--- src/hdl/fhmt_pkg.sv ---
// Shared types and status codes for the mutex table with FIFO wait queues.
// No dependencies; every other file of the block imports this package.
package fhmt_pkg;

  localparam int unsigned IdW     = 4;
  localparam int unsigned StatusW = 2;

  typedef enum logic [StatusW-1:0] {
    ST_GRANTED  = 2'd0,
    ST_QUEUED   = 2'd1,
    ST_IGNORED  = 2'd2,
    ST_RELEASED = 2'd3
  } status_e;

  typedef struct packed {
    logic           rel;
    logic [IdW-1:0] mutex_id;
    logic [IdW-1:0] task_id;
  } req_t;

  typedef struct packed {
    status_e        status;
    logic           woken_valid;
    logic [IdW-1:0] woken_task;
  } res_t;

endpackage

--- src/hdl/fhmt_in_stage.sv ---
// Input register of the mutex table: holds one request word.
// Depends on fhmt_pkg for the request type.
module fhmt_in_stage import fhmt_pkg::*; (
  input  logic clk_i,
  input  logic rst_ni,
  input  logic valid_i,
  output logic ready_o,
  input  req_t req_i,
  output logic valid_o,
  input  logic ready_i,
  output req_t req_o
);

  logic valid_q, valid_d;
  req_t req_q;

  assign ready_o = !valid_q || ready_i;

  always_comb begin
    valid_d = valid_q;
    if (valid_i && ready_o) begin
      valid_d = 1'b1;
    end else if (ready_i) begin
      valid_d = 1'b0;
    end
  end

  always_ff @(posedge clk_i or negedge rst_ni) begin
    if (!rst_ni) begin
      valid_q <= 1'b0;
    end else begin
      valid_q <= valid_d;
    end
  end

  always_ff @(posedge clk_i) begin
    if (valid_i && ready_o) begin
      req_q <= req_i;
    end
  end

  assign valid_o = valid_q;
  assign req_o   = req_q;

endmodule

--- src/hdl/fhmt_out_stage.sv ---
// Result register of the mutex table: holds one result word until taken.
// Depends on fhmt_pkg for the result type.
module fhmt_out_stage import fhmt_pkg::*; (
  input  logic clk_i,
  input  logic rst_ni,
  input  logic valid_i,
  output logic ready_o,
  input  res_t res_i,
  output logic valid_o,
  input  logic ready_i,
  output res_t res_o
);

  logic valid_q, valid_d;
  res_t res_q;

  assign ready_o = !valid_q || ready_i;

  always_comb begin
    valid_d = valid_q;
    if (valid_i && ready_o) begin
      valid_d = 1'b1;
    end else if (ready_i) begin
      valid_d = 1'b0;
    end
  end

  always_ff @(posedge clk_i or negedge rst_ni) begin
    if (!rst_ni) begin
      valid_q <= 1'b0;
    end else begin
      valid_q <= valid_d;
    end
  end

  always_ff @(posedge clk_i) begin
    if (valid_i && ready_o) begin
      res_q <= res_i;
    end
  end

  assign valid_o = valid_q;
  assign res_o   = res_q;

endmodule

--- src/hdl/fhmt_table.sv ---
// Mutex state, wait-queue links and the per-request decision logic.
// Depends on fhmt_pkg for the request, result and status types.
module fhmt_table import fhmt_pkg::*; #(
  parameter int unsigned NUM_MUTEXES = 16,
  parameter int unsigned NUM_TASKS   = 16
) (
  input  logic clk_i,
  input  logic rst_ni,
  input  logic fire_i,
  input  req_t req_i,
  output res_t res_o
);

  localparam int unsigned MIW = (NUM_MUTEXES > 1) ? $clog2(NUM_MUTEXES) : 1;
  localparam int unsigned TIW = $clog2(NUM_TASKS);
  localparam int unsigned NW  = $clog2(NUM_TASKS + 1);
  localparam logic [NW-1:0] NoneTask = NW'(NUM_TASKS);

  logic [NUM_MUTEXES-1:0] owner_valid_q;
  logic [NUM_MUTEXES-1:0] queue_nonempty_q;
  logic [NUM_TASKS-1:0]   task_waiting_q;
  logic [TIW-1:0]         queue_head_q [NUM_MUTEXES];
  logic [TIW-1:0]         queue_tail_q [NUM_MUTEXES];
  logic [NW-1:0]          next_waiter_q [NUM_TASKS];

  logic [MIW-1:0] mi;
  logic [TIW-1:0] ti;
  logic           m_ok, t_ok;
  logic [TIW-1:0] head, tail;
  logic [NW-1:0]  head_next;

  logic           ov_we, ov_wd;
  logic           qne_we, qne_wd;
  logic           head_we, tail_we;
  logic [TIW-1:0] head_wd;
  logic           tw_we, tw_wd;
  logic [TIW-1:0] tw_idx;
  logic           link_we;
  logic           done_we;
  res_t           res;

  assign mi   = MIW'(req_i.mutex_id);
  assign ti   = TIW'(req_i.task_id);
  assign m_ok = 32'(req_i.mutex_id) < NUM_MUTEXES;
  assign t_ok = 32'(req_i.task_id) < NUM_TASKS;

  assign head      = queue_head_q[mi];
  assign tail      = queue_tail_q[mi];
  assign head_next = next_waiter_q[head];

  always_comb begin
    ov_we   = 1'b0;
    ov_wd   = 1'b0;
    qne_we  = 1'b0;
    qne_wd  = 1'b0;
    head_we = 1'b0;
    head_wd = ti;
    tail_we = 1'b0;
    tw_we   = 1'b0;
    tw_wd   = 1'b0;
    tw_idx  = ti;
    link_we = 1'b0;
    done_we = 1'b0;
    res     = '{status: ST_IGNORED, woken_valid: 1'b0, woken_task: '0};
    if (!req_i.rel) begin
      priority if (!m_ok || !t_ok) begin
        res.status = ST_IGNORED;
      end else if (!owner_valid_q[mi]) begin
        res.status = ST_GRANTED;
        ov_we      = 1'b1;
        ov_wd      = 1'b1;
      end else if (task_waiting_q[ti]) begin
        res.status = ST_IGNORED;
      end else begin
        // The new waiter becomes the tail; an empty queue also gets it as head.
        res.status = ST_QUEUED;
        tail_we    = 1'b1;
        tw_we      = 1'b1;
        tw_wd      = 1'b1;
        if (!queue_nonempty_q[mi]) begin
          head_we = 1'b1;
          qne_we  = 1'b1;
          qne_wd  = 1'b1;
        end else begin
          link_we = 1'b1;
        end
      end
    end else begin
      res.status = ST_RELEASED;
      if (m_ok) begin
        ov_we = 1'b1;
        ov_wd = 1'b0;
        if (queue_nonempty_q[mi]) begin
          // Ownership passes straight to the head waiter.
          ov_wd           = 1'b1;
          done_we         = 1'b1;
          tw_we           = 1'b1;
          tw_wd           = 1'b0;
          tw_idx          = head;
          res.woken_valid = 1'b1;
          res.woken_task  = IdW'(head);
          if (head == tail) begin
            qne_we = 1'b1;
            qne_wd = 1'b0;
          end else begin
            head_we = 1'b1;
            head_wd = TIW'(head_next);
            if (head_next >= NoneTask) begin
              qne_we = 1'b1;
              qne_wd = 1'b0;
            end
          end
        end
      end
    end
  end

  assign res_o = res;

  always_ff @(posedge clk_i or negedge rst_ni) begin
    if (!rst_ni) begin
      owner_valid_q    <= '0;
      queue_nonempty_q <= '0;
      task_waiting_q   <= '0;
    end else if (fire_i) begin
      if (ov_we) begin
        owner_valid_q[mi] <= ov_wd;
      end
      if (qne_we) begin
        queue_nonempty_q[mi] <= qne_wd;
      end
      if (tw_we) begin
        task_waiting_q[tw_idx] <= tw_wd;
      end
    end
  end

  // Queue pointers and links are only read where they were written before.
  always_ff @(posedge clk_i) begin
    if (fire_i) begin
      if (head_we) begin
        queue_head_q[mi] <= head_wd;
      end
      if (tail_we) begin
        queue_tail_q[mi]  <= ti;
        next_waiter_q[ti] <= NoneTask;
      end
      if (link_we) begin
        next_waiter_q[tail] <= NW'(ti);
      end
      if (done_we) begin
        next_waiter_q[head] <= NoneTask;
      end
    end
  end

`ifndef SYNTHESIS
  a_woken_only_on_release: assert property (@(posedge clk_i) disable iff (!rst_ni)
    fire_i && res.woken_valid |-> req_i.rel && res.status == ST_RELEASED)
    else $error("woken task reported for a request that is not a release");

  a_queued_marks_waiting: assert property (@(posedge clk_i) disable iff (!rst_ni)
    fire_i && res.status == ST_QUEUED |=> task_waiting_q[$past(ti)])
    else $error("queued task is not marked waiting");

  a_woken_clears_waiting: assert property (@(posedge clk_i) disable iff (!rst_ni)
    fire_i && res.woken_valid |=> !task_waiting_q[$past(head)])
    else $error("woken task still marked waiting");

  a_woken_owns_mutex: assert property (@(posedge clk_i) disable iff (!rst_ni)
    fire_i && (res.woken_valid || res.status == ST_GRANTED) |=> owner_valid_q[$past(mi)])
    else $error("mutex has no owner after grant or handoff");
`endif

endmodule

--- src/hdl/fifo_handoff_mutex_table.sv ---
// Mutex table with FIFO wait queues: one request word per cycle in, one result word
// per request out. A request passes an input register, is decided and applied to the
// flip-flop tables in the same cycle as it lands in a result register, and is held
// there until taken. Each of the two registers holds one word, so while results are
// not taken the block holds two words and then drops in_ready_o. Both sides use
// valid/ready; the block keeps accepting one word per cycle while results are taken.
module fifo_handoff_mutex_table import fhmt_pkg::*; #(
  parameter int unsigned NUM_MUTEXES = 16,
  parameter int unsigned NUM_TASKS   = 16
) (
  input  logic               clk_i,
  input  logic               rst_ni,
  input  logic               in_valid_i,
  output logic               in_ready_o,
  input  logic               req_type_i,
  input  logic [IdW-1:0]     mutex_id_i,
  input  logic [IdW-1:0]     task_id_i,
  output logic               out_valid_o,
  input  logic               out_ready_i,
  output logic [StatusW-1:0] status_o,
  output logic               woken_valid_o,
  output logic [IdW-1:0]     woken_task_o
);

  req_t req_in, req_s;
  res_t res_s, res_out;
  logic s_valid, s_ready;

  assign req_in = '{rel: req_type_i, mutex_id: mutex_id_i, task_id: task_id_i};

  fhmt_in_stage u_in_stage (
    .clk_i   (clk_i),
    .rst_ni  (rst_ni),
    .valid_i (in_valid_i),
    .ready_o (in_ready_o),
    .req_i   (req_in),
    .valid_o (s_valid),
    .ready_i (s_ready),
    .req_o   (req_s)
  );

  fhmt_table #(
    .NUM_MUTEXES (NUM_MUTEXES),
    .NUM_TASKS   (NUM_TASKS)
  ) u_table (
    .clk_i  (clk_i),
    .rst_ni (rst_ni),
    .fire_i (s_valid && s_ready),
    .req_i  (req_s),
    .res_o  (res_s)
  );

  fhmt_out_stage u_out_stage (
    .clk_i   (clk_i),
    .rst_ni  (rst_ni),
    .valid_i (s_valid),
    .ready_o (s_ready),
    .res_i   (res_s),
    .valid_o (out_valid_o),
    .ready_i (out_ready_i),
    .res_o   (res_out)
  );

  assign status_o      = res_out.status;
  assign woken_valid_o = res_out.woken_valid;
  assign woken_task_o  = res_out.woken_task;

endmodule

--- config.mk ---
export PLATFORM = sky130hd
export DESIGN_NAME = fifo_handoff_mutex_table
export DESIGN_NICKNAME = d
export VERILOG_FILES = /design/src/hdl/fhmt_pkg.sv /design/src/hdl/fhmt_in_stage.sv /design/src/hdl/fhmt_out_stage.sv /design/src/hdl/fhmt_table.sv /design/src/hdl/fifo_handoff_mutex_table.sv
export SDC_FILE = /design/constraint.sdc
export NUM_CORES = 1
export LEC_CHECK = 0
export BUFFER_PORTS_ARGS = -buffer_cell sky130_fd_sc_hd__buf_4
export CORE_MARGIN = 10
export CORE_UTILIZATION = 25
export CTS_CLUSTER_SIZE = 10
export DETAILED_ROUTE_END_ITERATION = 12
export SYNTH_ARGS = -nofsm -noshare
export SYNTH_HDL_FRONTEND = slang
export SYNTH_SLANG_ARGS = --single-unit
--- constraint.sdc ---
create_clock -name clk_i -period 3.2 [get_ports clk_i]
set_input_delay 0.48 -clock clk_i [delete_from_list [all_inputs] [get_ports clk_i]]
set_output_delay 0.48 -clock clk_i [all_outputs]
set_load 0.005 [all_outputs]
==> key figures <==
GRT
  • Vias in the first global route: 8411
  • Gr usage total: 0.1099
  • GR Overflow Total: 0
  • Initial antenna violation count: 0
  • Largest net degree at the start of global routing: 51
  • First-pass GRT wire length: just over 50 mm

STA
  • RSZ-0062 raised after global routing: yes
  • Fin. Hold Viols: 0
  • Max Clock Freq: 0.3131 GHz
  • Setup TNS: 0 ps
  • Setup violators final: 0
  • Crit share post-route: 0.9981
  • Worst-margin pin slew: roughly 1200 ps
  • Fin worst setup slack: 6.009 ps
  • Max Transition Viols Final: 0
  • Max_slew headroom: 0.1914
  • Fin crit period: 3194 ps
  • Clock skew: 23.38 ps

Worst setup path
  • CP Launch Type: register
  • Crit Path Max Fanout: 27
  • Crit Path Class: reg -> reg
  • Setup slack, reg-to-reg: 6 ps
  • CP endpoint: u_table.queue_head_q[6][3]$_DFFE_PP_
  • Reg-to-reg endpoint: u_table.queue_head_q[6][3]$_DFFE_PP_
  • CP arrival: 3450 ps
  • Worst setup EP type: register
  • R2r worst-path depth: 11
  • Required @ worst endpoint: 3460 ps

Final layout
  • Area of the multi-input gates: 4787 µm²
  • Util after Layout: 0.3304
  • Filler cells: 4868
  • Ant. Diodes: 0
  • P&R area growth vs syn: 30.07%
  • Reg area: around 8000 µm²
  • Cell Count, Final, Fillers Out: between 1500 and 2000
  • Final nets: 1115
  • Fraction of layout cells with a size suffix above 1: 0.3670

Floorplan
  • Initial Util: 0.2540
  • Die Area: approximately 59000 µm²
  • Die Wd: roughly 240 µm
  • Core Rows: 81
  • Die Ht: 243.7 µm
  • Core area: around 50000 µm²
  • IO Pins: 22

Route
  • Starting DRC count in detailed routing: around 700
  • Max Used Layer: met4
  • Met2 WL: between 15 and 20 mm
  • DRT Wirelength: roughly 34 mm
  • Metal3 WL: 2.271 mm
  • First-pass DRT Iterations: 5
  • Antenna Violating Nets Remaining: 0
  • Drt wl/cell: 19.09 µm
  • Via count: approximately 8500
  • DR vias/cell: 4.729
  • DRC errors left: 0
  • Routed length on met1: about 15 mm

Yosys
  • Cells after Synth: approximately 920
  • Synth cell types: 61
  • Register area share after synthesis: 0.6313
  • FF+latch count, synth: 278
  • Cell area after synthesis: 12510 µm²
  • Syn avg cell area: 13.57 µm²
  • Syn. warnings: 0
  • Synth async-reset ratio: 0.1799
  • Number of synthesized flops with an enable pin: 208
  • Syn nets: 935
  • Post-synth top flop: edfxtp_1

Clock network
  • Worst-path clk slew: 60 ps
  • CTS buffer count: 34
  • Num Clock Sinks: between 200 and 300
  • Clock buffer depth: 3
  • Worst skew pair latency: 510 ps
  • CTS root buf: clkbuf_16
  • CTS Hold Bufs: 0
  • CTS tree: built
  • H-Tree Depth: 2

Worst hold path
  • Worst Hold Class: in -> async

Power and ir drop
  • Cell Pwr Density: about 630 nW/µm²
  • Lkg Pwr: 0.005907 µW
  • Worst IR Drop VDD: between 0.4 and 0.5 mV

Placed design
  • RePlAce Congestion: 0.8748
  • IO buf count: 21
  • Post-DP HPWL: 23.90 mm
  • Setup slack at placement: -251.4 ps
  • DP Cell Count: between 1500 and 2000

Run status
  • Status: finished clean

Job
  • Max_cap viols: 0
-- cells in the mapped netlist (all sizes together), types with 2 or more instances --
cell type,count,area [µm²]
o32ai,2,36.29
o41a,7,78.83
nor3,14,75.07
buf,29,177.7
a21oi,38,190.2
a22o,2,18.77
nand3,14,75.07
xnor2,2,17.52
a32o,2,20.02
a2111o,3,33.78
inv,20,75.07
mux2i,8,80.08
nor2,106,402.9
a21o,3,22.52
nand2,82,312.8
a32oi,3,26.28
a211oi,14,105.1
dfxtp,20,400.4
or2,2,12.51
dfrtp,50,1251
and3,15,93.84
mux2,42,473.0
o31a,9,78.83
o21a,2,16.27
nand3b,2,15.01
o22ai,10,68.81
nand2b,7,43.79
and2,66,412.9
nor2b,8,50.05
xor2,2,17.52
a22oi,14,105.1
o21ai,18,90.09
nand4,3,18.77
edfxtp,208,6246
a311oi,14,128.9
a2bb2oi,3,26.28
mux4,45,1013
clkbuf,25,93.84
-- flip-flops by register name, summed over array words and instances (netlist names), named ones only --
signal / cells
u_in_stage.req_o: 9
u_in_stage.valid_o: 1
u_out_stage.res_o: 7
u_out_stage.valid_o: 1
u_table.next_waiter_q: 80
u_table.owner_valid_q: 16
u_table.queue_head_q: 64
u_table.queue_nonempty_q: 16
u_table.queue_tail_q: 64
u_table.task_waiting_q: 16
-- per-layer routing --
metal,GRT usage,vias to the layer above
met5,0,-
met4,0.03543,0
met3,0.01915,43
met2,0.1749,301
met1,0.1489,4295
li1,-,3836
-- final cells by class --
class	instances	area share
timing repair buffer	197	0.1036
multi-input combinational	571	0.2942
inverter	20	0.004844
clock inverter	5	0.002614
tap	664	0.05105
sequential	278	0.4855
clock buffer	57	0.05820
-- critical path, cell delays in order (launching register included) --
cell and delay (ps):
dfxtp_4 420, buf_4 140, mux4_2 500, a22oi_2 230, nand2_2 100, buf_12 180, buf_4 190, a211oi_4 280
a311oi_4 60, a2111o_1 390, mux2_4 290, buf_12 150
-- worst min-delay path by stage --
stage,from,end,slack [ps],cells past startpoint
after global routing,rst_ni,u_table.owner_valid_q[7]$_DFFE_PN0P_,50,1
after global placement,u_table.next_waiter_q[6][4]$_SDFFE_PP0P_,u_table.next_waiter_q[6][4]$_SDFFE_PP0P_,440,2
after CTS,rst_ni,u_in_stage.valid_o$_DFFE_PN0P_,30,1
after detailed placement,u_table.next_waiter_q[12][4]$_SDFFE_PP0P_,u_table.next_waiter_q[12][4]$_SDFFE_PP0P_,450,2
final,rst_ni,u_table.owner_valid_q[1]$_DFFE_PN0P_,20,1
after floorplan,rst_ni,u_in_stage.valid_o$_DFFE_PN0P_,180,0
-- logic make-up (layout without fill, tap and decap cells) --
| family | count (synthesis) | count (layout) | synth area share |
|---|---|---|---|
| simple gates | 322 | 322 | 0.1247 |
| flops | 278 | 278 | 0.6313 |
| compound gates | 149 | 149 | 0.08831 |
| mux | 95 | 96 | 0.1252 |
| buf+inv | 74 | 279 | 0.02770 |
| xor+xnor | 4 | 4 | 0.002801 |
-- where the power goes --
group / internal, µW / switching [µW]
logic: 1060 / 1250
registers: 4260 / 183
clock network: 2020 / 1430
-- cells in the final DEF (no fill, tap or decap), types with 16 or more instances in the layout --
master	n
dfrtp_1	50
clkbuf_16	34
nor2_4	16
mux2_2	28
nand2_1	70
edfxtp_1	208
buf_4	170
nor2_1	85
and2_1	64
a21oi_1	36
inv_1	17
mux4_2	45
dfxtp_1	19
clkbuf_1	22
-- timing repair --
action                     CTS  global route
setup endpoints to repair  213           245
gates cloned                 0             1
pin swaps                    3            15
setup buffers               11            16
gates resized for setup     43            80
-- stage by stage --
step | instance area, µm² | power [µW] | hold slack [ps]
2_1_floorplan | 12560 | 5646 | 184.4
3_3_place_gp | 14550 | 6487 | 442.6
3_5_place_dp | 14550 | 6511 | 453.8
4_1_cts | 15820 | 10080 | 33.51
5_1_grt | 16270 | 10610 | 45.67
6_report | 16270 | 10210 | 20.59
No activity file was read; power rests on OpenSTA's default activity.
